**config.mk**
```make
export PLATFORM = sky130hd
export DESIGN_NAME = bounded_stack_with_indexed_access_flat
export DESIGN_NICKNAME = d
export VERILOG_FILES = /design/src/hdl/bsia_pkg.sv /design/src/hdl/bsia_in_if.sv /design/src/hdl/bsia_out_if.sv /design/src/hdl/bsia_ctrl.sv /design/src/hdl/bsia_dp.sv /design/src/hdl/bounded_stack_with_indexed_access.sv /design/src/flat_wrapper.sv
export SDC_FILE = /design/constraint.sdc
export NUM_CORES = 1
export LEC_CHECK = 0
export ABC_AREA = 1
export BUFFER_PORTS_ARGS = -buffer_cell sky130_fd_sc_hd__buf_4
export CAP_MARGIN = 10
export CORE_ASPECT_RATIO = 1.5
export CORE_MARGIN = 3
export CORE_UTILIZATION = 60
export CTS_CLUSTER_DIAMETER = 100
export CTS_CLUSTER_SIZE = 24
export DETAILED_ROUTE_END_ITERATION = 12
export HOLD_SLACK_MARGIN = 0.15
export PLACE_DENSITY = 0.89
export SLEW_MARGIN = 5
export SYNTH_ARGS = -nofsm -noshare
export SYNTH_HDL_FRONTEND = slang
export SYNTH_SLANG_ARGS = --single-unit
```
**constraint.sdc**
```tcl
create_clock -name i_clk -period 4.7 [get_ports i_clk]
set_input_delay 0.47 -clock i_clk [delete_from_list [all_inputs] [get_ports i_clk]]
set_output_delay 0.47 -clock i_clk [all_outputs]
set_load 0.03 [all_outputs]
```
**src/hdl/bsia_pkg.sv**
```systemverilog
package bsia_pkg;

    localparam int OP_W      = 3;
    localparam int POS_W     = 4;
    localparam int IO_WORD_W = 32;
    localparam int ST_W      = 2;
    localparam int CNT_W     = 4;
    localparam int CAP_W     = 4;

    localparam int                 DEF_DEPTH      = 8;
    localparam int                 DEF_WORD_WIDTH = 32;
    localparam logic [CAP_W-1:0]   CAP_RESET      = CAP_W'(5);

    typedef enum logic [OP_W-1:0] {
        OP_PUSH   = 3'd0,
        OP_POP    = 3'd1,
        OP_PEEK   = 3'd2,
        OP_CHANGE = 3'd3,
        OP_CLEAR  = 3'd4
    } t_op;

    typedef enum logic [ST_W-1:0] {
        STS_OK    = 2'd0,
        STS_FULL  = 2'd1,
        STS_EMPTY = 2'd2,
        STS_RANGE = 2'd3
    } t_status;

    typedef enum logic {
        S_IDLE = 1'b0,
        S_HOLD = 1'b1
    } t_state;

    typedef struct packed {
        logic             load;
        logic             wr_en;
        logic             wr_top;
        logic             peek_ok;
        logic [CNT_W-1:0] nxt_count;
        t_status          status;
    } t_cmd;

    typedef struct packed {
        logic [CNT_W-1:0] count;
        logic [CNT_W-1:0] cap_eff;
    } t_dp_stat;

endpackage

```
**src/hdl/bsia_in_if.sv**
```systemverilog
interface bsia_in_if
    import bsia_pkg::*;
();
    logic                 valid;
    logic                 ready;
    logic [OP_W-1:0]      op;
    logic [POS_W-1:0]     position;
    logic [IO_WORD_W-1:0] write_word;

    modport source (output valid, output op, output position, output write_word, input ready);
    modport sink   (input valid, input op, input position, input write_word, output ready);
endinterface

```
**src/hdl/bsia_out_if.sv**
```systemverilog
interface bsia_out_if
    import bsia_pkg::*;
();
    logic                 valid;
    logic                 ready;
    logic [ST_W-1:0]      status;
    logic [IO_WORD_W-1:0] read_word;
    logic [CNT_W-1:0]     count;
    logic                 is_full;
    logic                 is_empty;

    modport source (output valid, output status, output read_word, output count,
                    output is_full, output is_empty, input ready);
    modport sink   (input valid, input status, input read_word, input count,
                    input is_full, input is_empty, output ready);
endinterface

```
**src/hdl/bsia_ctrl.sv**
```systemverilog
module bsia_ctrl
    import bsia_pkg::*;
(
    input  logic             i_clk,
    input  logic             i_rst_n,
    input  logic             i_in_valid,
    output logic             o_in_ready,
    input  logic [OP_W-1:0]  i_op,
    input  logic [POS_W-1:0] i_position,
    output logic             o_out_valid,
    input  logic             i_out_ready,
    input  t_dp_stat         i_stat,
    output t_cmd             o_cmd
);

    t_state r_state;
    t_state n_state;
    logic   pos_bad;

    always_ff @(posedge i_clk) begin
        if (!i_rst_n) begin
            r_state <= S_IDLE;
        end else begin
            r_state <= n_state;
        end
    end

    assign pos_bad = (i_position == '0) || (i_position > i_stat.count);

    always_comb begin
        n_state     = r_state;
        o_out_valid = 1'b0;
        o_in_ready  = 1'b0;
        unique case (r_state)
            S_IDLE: begin
                o_in_ready = 1'b1;
            end
            S_HOLD: begin
                o_out_valid = 1'b1;
                o_in_ready  = i_out_ready;
            end
            default: begin
                o_in_ready = 1'b0;
            end
        endcase

        o_cmd           = '0;
        o_cmd.load      = i_in_valid && o_in_ready;
        o_cmd.nxt_count = i_stat.count;
        o_cmd.status    = STS_OK;

        // op decode
        unique case (t_op'(i_op))
            OP_PUSH: begin
                if (i_stat.count >= i_stat.cap_eff) begin
                    o_cmd.status = STS_FULL;
                end else begin
                    o_cmd.wr_en     = 1'b1;
                    o_cmd.wr_top    = 1'b1;
                    o_cmd.nxt_count = i_stat.count + CNT_W'(1);
                end
            end
            OP_POP: begin
                if (i_stat.count == '0) begin
                    o_cmd.status = STS_EMPTY;
                end else begin
                    o_cmd.nxt_count = i_stat.count - CNT_W'(1);
                end
            end
            OP_PEEK: begin
                if (i_stat.count == '0) begin
                    o_cmd.status = STS_EMPTY;
                end else if (pos_bad) begin
                    o_cmd.status = STS_RANGE;
                end else begin
                    o_cmd.peek_ok = 1'b1;
                end
            end
            OP_CHANGE: begin
                if (pos_bad) begin
                    o_cmd.status = STS_RANGE;
                end else begin
                    o_cmd.wr_en = 1'b1;
                end
            end
            OP_CLEAR: begin
                o_cmd.nxt_count = '0;
            end
            default: begin
                o_cmd.status = STS_OK;
            end
        endcase

        if (!o_cmd.load) begin
            o_cmd.wr_en = 1'b0;
        end

        if (o_cmd.load) begin
            n_state = S_HOLD;
        end else if (r_state == S_HOLD && i_out_ready) begin
            n_state = S_IDLE;
        end
    end

endmodule

```
**src/hdl/bsia_dp.sv**
```systemverilog
module bsia_dp
    import bsia_pkg::*;
#(
    parameter int DEPTH      = DEF_DEPTH,
    parameter int WORD_WIDTH = DEF_WORD_WIDTH
) (
    input  logic                 i_clk,
    input  logic                 i_rst_n,
    input  logic                 i_cfg_we,
    input  logic [CAP_W-1:0]     i_cfg_data,
    input  logic [POS_W-1:0]     i_position,
    input  logic [IO_WORD_W-1:0] i_write_word,
    input  t_cmd                 i_cmd,
    output t_dp_stat             o_stat,
    output logic [ST_W-1:0]      o_status,
    output logic [IO_WORD_W-1:0] o_read_word,
    output logic [CNT_W-1:0]     o_count,
    output logic                 o_is_full,
    output logic                 o_is_empty
);

    localparam int               AW      = (DEPTH > 1) ? $clog2(DEPTH) : 1;
    localparam int               CapMax  = (DEPTH < 15) ? DEPTH : 15;
    localparam logic [CNT_W-1:0] CAP_MAX = CNT_W'(CapMax);

    logic [WORD_WIDTH-1:0] mem [DEPTH];
    logic [WORD_WIDTH-1:0] r_rdata;
    logic [CAP_W-1:0]      r_cap;
    logic [CNT_W-1:0]      r_top;
    logic [ST_W-1:0]       r_status;
    logic [CNT_W-1:0]      r_count;
    logic                  r_full;
    logic                  r_empty;
    logic                  r_peek_ok;
    logic [CNT_W-1:0]      cap_eff;
    logic [CNT_W-1:0]      depth_off;
    logic [AW-1:0]         rd_addr;
    logic [AW-1:0]         wr_addr;

    always_comb begin
        if (r_cap == '0) begin
            cap_eff = CNT_W'(1);
        end else if (r_cap > CAP_MAX) begin
            cap_eff = CAP_MAX;
        end else begin
            cap_eff = r_cap;
        end
    end

    assign depth_off = r_top - i_position;
    assign rd_addr   = AW'(depth_off);
    assign wr_addr   = i_cmd.wr_top ? AW'(r_top) : rd_addr;

    assign o_stat.count   = r_top;
    assign o_stat.cap_eff = cap_eff;

    always_ff @(posedge i_clk) begin
        if (!i_rst_n) begin
            r_cap <= CAP_RESET;
            r_top <= '0;
        end else begin
            if (i_cfg_we) begin
                r_cap <= i_cfg_data;
            end
            if (i_cmd.load) begin
                r_top <= i_cmd.nxt_count;
            end
        end
    end

    // entry storage, one write and one read port
    always_ff @(posedge i_clk) begin
        if (i_cmd.wr_en) begin
            mem[wr_addr] <= WORD_WIDTH'(i_write_word);
        end
        if (i_cmd.load) begin
            r_rdata <= mem[rd_addr];
        end
    end

    always_ff @(posedge i_clk) begin
        if (i_cmd.load) begin
            r_status  <= i_cmd.status;
            r_count   <= i_cmd.nxt_count;
            r_full    <= (i_cmd.nxt_count >= cap_eff);
            r_empty   <= (i_cmd.nxt_count == '0);
            r_peek_ok <= i_cmd.peek_ok;
        end
    end

    assign o_status    = r_status;
    assign o_count     = r_count;
    assign o_is_full   = r_full;
    assign o_is_empty  = r_empty;
    assign o_read_word = r_peek_ok ? IO_WORD_W'(r_rdata) : '0;

endmodule

```
**src/hdl/bounded_stack_with_indexed_access.sv**
```systemverilog
// bounded lifo stack with read and overwrite by depth from the top
// input channel i_in carries op, position and write_word; every accepted word
// yields exactly one result word on o_out: status, read_word, count and the
// is_full / is_empty flags taken after the operation
// result: registered, loaded by the clock edge that accepts the input word
// throughput: one word per cycle while o_out.ready stays high; the entry
// store has one write and one registered read port, both used in the accept
// cycle, and the result register is loaded in that same cycle
// stall: while o_out.ready is low the result holds and i_in.ready is low; a
// new word is taken in the same cycle the waiting result is taken
// config: i_cfg_we writes capacity from i_cfg_data; capacity zero acts as one
// and values above the depth act as the depth
// reset (synchronous, active low): stack emptied, capacity back to 5, no
// result pending; entry contents are not cleared and need no clearing pass
module bounded_stack_with_indexed_access
    import bsia_pkg::*;
#(
    parameter int DEPTH      = DEF_DEPTH,
    parameter int WORD_WIDTH = DEF_WORD_WIDTH
) (
    input  logic             i_clk,
    input  logic             i_rst_n,
    input  logic             i_cfg_we,
    input  logic [CAP_W-1:0] i_cfg_data,
    bsia_in_if.sink          i_in,
    bsia_out_if.source       o_out
);

    t_cmd     cmd;
    t_dp_stat stat;

    bsia_ctrl u_ctrl (
        .i_clk       (i_clk),
        .i_rst_n     (i_rst_n),
        .i_in_valid  (i_in.valid),
        .o_in_ready  (i_in.ready),
        .i_op        (i_in.op),
        .i_position  (i_in.position),
        .o_out_valid (o_out.valid),
        .i_out_ready (o_out.ready),
        .i_stat      (stat),
        .o_cmd       (cmd)
    );

    bsia_dp #(
        .DEPTH      (DEPTH),
        .WORD_WIDTH (WORD_WIDTH)
    ) u_dp (
        .i_clk        (i_clk),
        .i_rst_n      (i_rst_n),
        .i_cfg_we     (i_cfg_we),
        .i_cfg_data   (i_cfg_data),
        .i_position   (i_in.position),
        .i_write_word (i_in.write_word),
        .i_cmd        (cmd),
        .o_stat       (stat),
        .o_status     (o_out.status),
        .o_read_word  (o_out.read_word),
        .o_count      (o_out.count),
        .o_is_full    (o_out.is_full),
        .o_is_empty   (o_out.is_empty)
    );

endmodule

```
**src/flat_wrapper.sv**
```systemverilog
// flat-port wrapper written by rule: the top's interface ports become plain ports
module bounded_stack_with_indexed_access_flat import bsia_pkg::*;
#(
    parameter int DEPTH      = DEF_DEPTH,
    parameter int WORD_WIDTH = DEF_WORD_WIDTH
)
  (i_clk, i_rst_n, i_cfg_we, i_cfg_data, i_in_valid, i_in_op, i_in_position, i_in_write_word, i_in_ready, o_out_valid, o_out_status, o_out_read_word, o_out_count, o_out_is_full, o_out_is_empty, o_out_ready);
  bsia_in_if i_in_i ();
  bsia_out_if o_out_i ();
  input  logic i_clk;
  input  logic i_rst_n;
  input  logic i_cfg_we;
  input  logic [CAP_W-1:0] i_cfg_data;
  input wire logic [$bits(i_in_i.valid)-1:0] i_in_valid;
  input wire logic [$bits(i_in_i.op)-1:0] i_in_op;
  input wire logic [$bits(i_in_i.position)-1:0] i_in_position;
  input wire logic [$bits(i_in_i.write_word)-1:0] i_in_write_word;
  output wire logic [$bits(i_in_i.ready)-1:0] i_in_ready;
  output wire logic [$bits(o_out_i.valid)-1:0] o_out_valid;
  output wire logic [$bits(o_out_i.status)-1:0] o_out_status;
  output wire logic [$bits(o_out_i.read_word)-1:0] o_out_read_word;
  output wire logic [$bits(o_out_i.count)-1:0] o_out_count;
  output wire logic [$bits(o_out_i.is_full)-1:0] o_out_is_full;
  output wire logic [$bits(o_out_i.is_empty)-1:0] o_out_is_empty;
  input wire logic [$bits(o_out_i.ready)-1:0] o_out_ready;
  assign i_in_i.valid = i_in_valid;
  assign i_in_i.op = i_in_op;
  assign i_in_i.position = i_in_position;
  assign i_in_i.write_word = i_in_write_word;
  assign i_in_ready = i_in_i.ready;
  assign o_out_valid = o_out_i.valid;
  assign o_out_status = o_out_i.status;
  assign o_out_read_word = o_out_i.read_word;
  assign o_out_count = o_out_i.count;
  assign o_out_is_full = o_out_i.is_full;
  assign o_out_is_empty = o_out_i.is_empty;
  assign o_out_i.ready = o_out_ready;
  bounded_stack_with_indexed_access #(.DEPTH(DEPTH), .WORD_WIDTH(WORD_WIDTH)) u_core (.i_clk(i_clk), .i_rst_n(i_rst_n), .i_cfg_we(i_cfg_we), .i_cfg_data(i_cfg_data), .i_in(i_in_i), .o_out(o_out_i));
endmodule
```
==> flow_summary.json, run 1 <==
{
  "status": "finished clean",
  "place_congestion": 0.871,
  "final_nets": 1159,
  "critPathKind": "flop to flop",
  "synth_top_area_cell": "edfxtp_1",
  "crit_buf_inv": 2,
  "stdcell_area_um2": 13800,
  "cp_top_family": "simple AND/OR/NAND/NOR gates",
  "drtIter0Drc": 808,
  "hold_depth": 1,
  "arrival_ns": 3.56,
  "instances_no_fill": 1363,
  "synth_edf_count": 297,
  "setup_tns_ns": 0,
  "setup_viol": 0,
  "antenna_found_initial": 0,
  "top_level_ports": 90,
  "postCtsHoldBufs": 0,
  "slowest_delay_ns": 0.99,
  "finalMaxSlewViolations": 0,
  "path_cells": "inv_1 -> ha_1 -> inv_1 -> nand2_1 -> nand2_1 -> nand2_1 -> nand2_1 -> nand3_2 -> o21ai_1 -> nand3_1 -> nor2_4",
  "grt_util_all_layers_pct": 23.7,
  "min_period_ns": 3.46,
  "ys_ff_latch": 306,
  "crit_top_cell": "nand2_1",
  "io_buffers": 89,
  "cts_buffers": 16,
  "syn_to_final_growth_pct": 10.3,
  "cts_tree": "yes",
  "cp_max_fo": 32,
  "dieArea_um2": 22700,
  "grt_pass1_vias": 8078,
  "synth_async_sr_flop_share_pct": 0,
  "relSlewSlack_pct": 20.4,
  "rsz0062_at_grt": "false",
  "synth_commonest_cells": "297 x edfxtp_1, 245 x nor2_1, 132 x o21ai_0",
  "yosysWarnings": 0,
  "clk_pin_slew_ns": 0.10,
  "core-area_um2": 20500,
  "power_leakage_nw": 5.05,
  "clock_path_buffers": 3,
  "drc": 0,
  "rr_startpoint": "u_core.u_dp.r_top[0]",
  "die_x_um": 124,
  "ys_types": 33,
  "syn-cell-area_um2": 12500,
  "min_path_type": "primary input to flop",
  "vias_per_cell": 5.99,
  "worst_skew_pair.late_latency_ns": 0.49,
  "whs_ns": 0.207,
  "grt_max_degree": 129,
  "place_inst": 1340,
  "diodes": 0,
  "hold_viol": 0,
  "worstRegToRegCells": 11,
  "postRouteAntennaNets": 0,
  "setup_ws_ns": 1.24,
  "ir_worst_vdd_v": 0.000253,
  "synthMostInstantiatedCell": "edfxtp_1",
  "syn_avg_cell_area_um2": 12.1,
  "rows": 64,
  "drt_wl_total_mm": 26.8,
  "timing.final.crit_share_pct": 73.6,
  "endpoint_kind": "flop",
  "dr.pass1.iters": 5,
  "grt_remaining_overflow": 0,
  "min_from": "i_in_write_word[27]",
  "die_y_um": 183,
  "rr_endpoint": "u_core.u_dp.mem[4][9]",
  "start_kind": "flop",
  "post_cts_buffers": 0,
  "reg2reg_slack_ns": 1.24,
  "powerDensity_nw_per_um2": 404,
  "hpwl_mm": 15.1,
  "syn_inst": 1033,
  "cap_violations": 0,
  "slowest_stage": "nor2_4",
  "yosysSeqAreaShare_pct": 72.6,
  "post_dp_cell_area_um2": 13400,
  "synthTopCellsByArea": "edfxtp_1 71%, nor2_1 7.3%, o21ai_0 5.3%, nand2_1 2.7%, inv_1 2.0%",
  "grt_pass1_wl_mm": 41.3,
  "synth_top_flop_cell": "edfxtp_1",
  "drive_gt1_share_pct": 12.6,
  "cts_resized": 0,
  "fmax_mhz": 289,
  "crit_required_ns": 4.80,
  "synth_top_area_share_pct": 71.1,
  "start_util_pct": 61.2,
  "pre_cts_ws_ns": 1.32,
  "clock-sinks": 306,
  "synthesis.nets": 1098,
  "cts_root_buffer": "clkbuf_16",
  "wl_per_cell_um": 19.6,
  "hold-path-endpoint": "u_core.u_dp.mem[5][27]",
  "h-tree-depth": 1,
  "fin_skew_ns": 0.0166,
  "worstMarginPinSlew_ns": 1.19,
  "vias": 8164
}
==> power breakdown <==
group,switching [W],leakage [nW],internal (W)
Sequential,0.0000330,2.77,0.00311
Clock,0.000790,0.220,0.000668
Combinational,0.000670,2.05,0.000305
Total,0.00149,5.05,0.00409
==> layout make-up <==
cell class,instances,area [um^2]
inverters,73,279
flip-flops and latches,306,9100
well taps,264,330
fillers,1409,6670
multi-input cells,602,2960
clock buffers,22,444
clock inverters,1,8.76
repair buffers,95,713
==> flip-flops by register name, summed over array words and instances (netlist names) <==
register,flops
u_core.u_ctrl.r_state,1
u_core.u_dp.mem,256
u_core.u_dp.o_count,4
u_core.u_dp.o_is_empty,1
u_core.u_dp.o_is_full,1
u_core.u_dp.o_status,2
u_core.u_dp.r_cap,4
u_core.u_dp.r_peek_ok,1
u_core.u_dp.r_rdata,32
u_core.u_dp.r_top,4
==> placed cells by master (no fill, tap or decap) <==
cell type and n:
nand3_4 1, nor3_1 1, edfxtp_1 297, nor2_4 9, o21ai_0 132, clkbuf_1 5, o21ai_2 1, inv_2 6
ha_4 1, nand2_1 90, nor2_2 1, nand4_1 5, clkbuf_16 17, dfxtp_1 9, nand3_2 2, o22ai_1 32
fa_2 1, buf_4 95, inv_1 64, ha_1 15, o21ai_1 7, nand3_1 13, a21oi_4 1, o211ai_1 1
clkinv_4 1, a21oi_1 14, clkinv_1 2, nor2_1 237, xnor2_1 2, nand2_2 2, xor2_1 2, inv_6 1
a31oi_1 32
==> cell families (layout without fill, tap and decap cells) <==
group / count (synthesis) / in the layout / synth area share (%)
AOI/OAI and AO/OA: 220 / 220 / 9.56
xor gates and xnor gates: 4 / 4 / 0.279
adders and majority gates: 17 / 17 / 1.76
buffers and inverters: 125 / 191 / 4.45
DFF: 306 / 306 / 72.6
and+or+nand+nor: 361 / 361 / 11.4
==> per-stage QoR <==
step / total power (W) / util [%]
after floorplan: 0.00387 / -
after global placement: 0.00412 / 65.3
after detailed placement: 0.00416 / 65.3
after CTS: 0.00559 / 67.5
after global routing: 0.00579 / 67.5
final: 0.00558 / 67.5
==> how the worst max path moves through the flow <==
stage,from,to,cells past startpoint
floorplan,o_out_ready,u_core.u_dp.mem[0][0],6
global placement,u_core.u_dp.r_top[0],u_core.u_dp.mem[1][17],11
detailed placement,u_core.u_dp.r_top[0],u_core.u_dp.mem[5][10],11
CTS,u_core.u_dp.r_top[0],u_core.u_dp.mem[1][8],11
global route,u_core.u_dp.r_top[0],u_core.u_dp.mem[4][18],11
finish,u_core.u_dp.r_top[0],u_core.u_dp.mem[4][9],11
==> metal layers <==
layer  GRT usage [%]  share of wire [%]  vias up
met3            3.09                7.3       66
met2            42.4                 54      375
met4            9.34                3.0        0
met1            28.8                 36     3979
li1                -                  -     3744
met5               0                  0        -
(Power assumes the default switching activity.)
==> run 2: changes to the inputs <==
--- a/config.mk
+++ b/config.mk
@@ -10,12 +10,12 @@
 export CAP_MARGIN = 10
 export CORE_ASPECT_RATIO = 1.5
 export CORE_MARGIN = 3
-export CORE_UTILIZATION = 60
+export CORE_UTILIZATION = 54
 export CTS_CLUSTER_DIAMETER = 100
 export CTS_CLUSTER_SIZE = 24
 export DETAILED_ROUTE_END_ITERATION = 12
 export HOLD_SLACK_MARGIN = 0.15
-export PLACE_DENSITY = 0.89
+export PLACE_DENSITY = 0.85
 export SLEW_MARGIN = 5
 export SYNTH_ARGS = -nofsm -noshare
 export SYNTH_HDL_FRONTEND = slang
==> constraint.sdc (replaced) <==
create_clock -name i_clk -period 2.8 [get_ports i_clk]
set_input_delay 0.28 -clock i_clk [delete_from_list [all_inputs] [get_ports i_clk]]
set_output_delay 0.28 -clock i_clk [all_outputs]
set_load 0.03 [all_outputs]
==> flow_summary.json, run 2 (synthesis results as in run 1) <==
{
  "status": "finished clean",
  "stdcell_area_um2": 14700,
  "grt_max_degree": 129,
  "whs_ns": 0.227,
  "min_path_type": "primary input to flop",
  "ir_worst_vdd_v": 0.000520,
  "drtIter0Drc": 924,
  "crit_required_ns": 2.98,
  "rows": 67,
  "drc": 0,
  "rsz0062_at_grt": "false",
  "start_kind": "flop",
  "worstMarginPinSlew_ns": 0.792,
  "dieArea_um2": 25100,
  "place_congestion": 0.908,
  "fin_skew_ns": 0.0156,
  "critPathKind": "flop to flop",
  "clock_path_buffers": 3,
  "hold_viol": 0,
  "endpoint_kind": "flop",
  "mostFrequentLayoutCells": "297 x edfxtp_1, 236 x nor2_1, 132 x o21ai_0",
  "syn_to_final_growth_pct": 17.2,
  "wl_per_cell_um": 18.9,
  "dr.pass1.iters": 5,
  "min_period_ns": 2.52,
  "cts_root_buffer": "clkbuf_16",
  "start_util_pct": 55.6,
  "relSlewSlack_pct": 47.2,
  "cp_max_fo": 18,
  "post-route-util_pct": 65.2,
  "setup_viol": 0,
  "top_register": "u_core.u_dp.mem",
  "power_leakage_nw": 5.42,
  "worst_skew_pair.late_latency_ns": 0.49,
  "arrival_ns": 2.70,
  "timing.final.crit_share_pct": 90.2,
  "fmax_mhz": 396,
  "fillers": 1491,
  "vias_per_cell": 5.77,
  "finalMaxSlewViolations": 0,
  "post_cts_buffers": 0,
  "final_nets": 1229,
  "io_buffers": 89,
  "cts_tree": "yes",
  "postRouteAntennaNets": 0,
  "hpwl_mm": 15.5,
  "core-area_um2": 22600,
  "post_dp_cell_area_um2": 13700,
  "grt_util_all_layers_pct": 21.8,
  "cts_buffers": 16,
  "cap_violations": 0,
  "grt_pass1_wl_mm": 42.8,
  "antenna_found_initial": 1,
  "clock-sinks": 306,
  "drive_gt1_share_pct": 14.7,
  "top_level_ports": 90,
  "die_y_um": 193,
  "die_x_um": 130,
  "h-tree-depth": 1,
  "total_power_w": 0.00953,
  "largest_reg_flops": 256,
  "top_regs": "u_core.u_dp.mem x256, u_core.u_dp.r_rdata x32",
  "clk_pin_slew_ns": 0.10,
  "layout_commonest_cell": "edfxtp_1",
  "grt_pass1_vias": 8398,
  "vias": 8379,
  "grt_remaining_overflow": 0,
  "drt_wl_total_mm": 27.4,
  "powerDensity_nw_per_um2": 649
}
==> run 2: changes by cell type in the layout (fill, tap and decap cells not counted), sizes merged <==
cell,change
dlygate4sd3,+45
buf,+25
clkbuf,+5
clkinvlp,+1
diode,+1
inv,-1
==> run 2: stage by stage <==
step	setup slack (ns)	std cells	TNS (ns)
finish	0.275	1451	0
global route	0.0109	1451	0
CTS	0.147	1450	0
detailed placement	0.217	1377	0
global placement	0.339	1377	0
floorplan	-0.0762	1033	-19.49
==> run 2: final cells by class <==
cell class / count / area, um^2 / share of cell area (%)
flip-flops and latches: 306 / 9100 / 61.9
multi-input cells: 602 / 2980 / 20.3
repair buffers: 165 / 1520 / 10.3
clock buffers: 27 / 463 / 3.15
well taps: 276 / 345 / 2.35
inverters: 73 / 284 / 1.93
clock inverters: 1 / 8.76 / 0.0596
diodes: 1 / 2.50 / 0.0170
==> run 2: worst max-delay path: stages (launching register included) <==
cell and delay [ns]:
dfxtp_1 0.34, inv_1 0.05, a21oi_1 0.18, nor2_2 0.07, ha_1 0.30, inv_1 0.06, nand2_1 0.05, nand2_1 0.05
nand2_1 0.05, nand2_1 0.13, nand3_4 0.13, o21ai_1 0.17, nand3_1 0.09, buf_4 0.18, nor2_4 0.14, buf_8 0.22
==> run 2: what timing repair did <==
item                                    4_1_cts  5_1_grt
endpoints found under the hold margin       263        0
endpoints found under the setup margin        0      150
resized for setup                             0       15
hold buffers                                 45        0
==> run 2: worst paths after layout <==
check             cells after the start                     to             startpoint  slack, ns
hold / removal                        3  u_core.u_dp.r_peek_ok             i_in_op[1]       0.23
setup / recovery                     15  u_core.u_dp.mem[7][8]   u_core.u_dp.r_cap[1]       0.28
setup reg to reg                     15  u_core.u_dp.mem[7][8]   u_core.u_dp.r_cap[1]       0.28
hold reg to reg                       2  u_core.u_ctrl.r_state  u_core.u_ctrl.r_state       0.52
==> run 2: report_power, final <==
| part | internal (W) | leakage (nW) | total, W | switching [W] |
|---|---|---|---|---|
| Combinational | 0.000618 | 2.42 | 0.00178 | 0.00117 |
| Sequential | 0.00523 | 2.77 | 0.00528 | 0.0000522 |
| Clock | 0.00115 | 0.225 | 0.00247 | 0.00132 |
==> run 2: routing by layer <==
| metal | track usage [%] | vias up | wire [um] |
|---|---|---|---|
| li1 | - | 3880 | - |
| met4 | 8.51 | 0 | 760 |
| met1 | 27.1 | 3985 | 9980 |
| met5 | 0 | - | 0 |
| met3 | 2.80 | 75 | 2070 |
| met2 | 38.8 | 439 | 14600 |
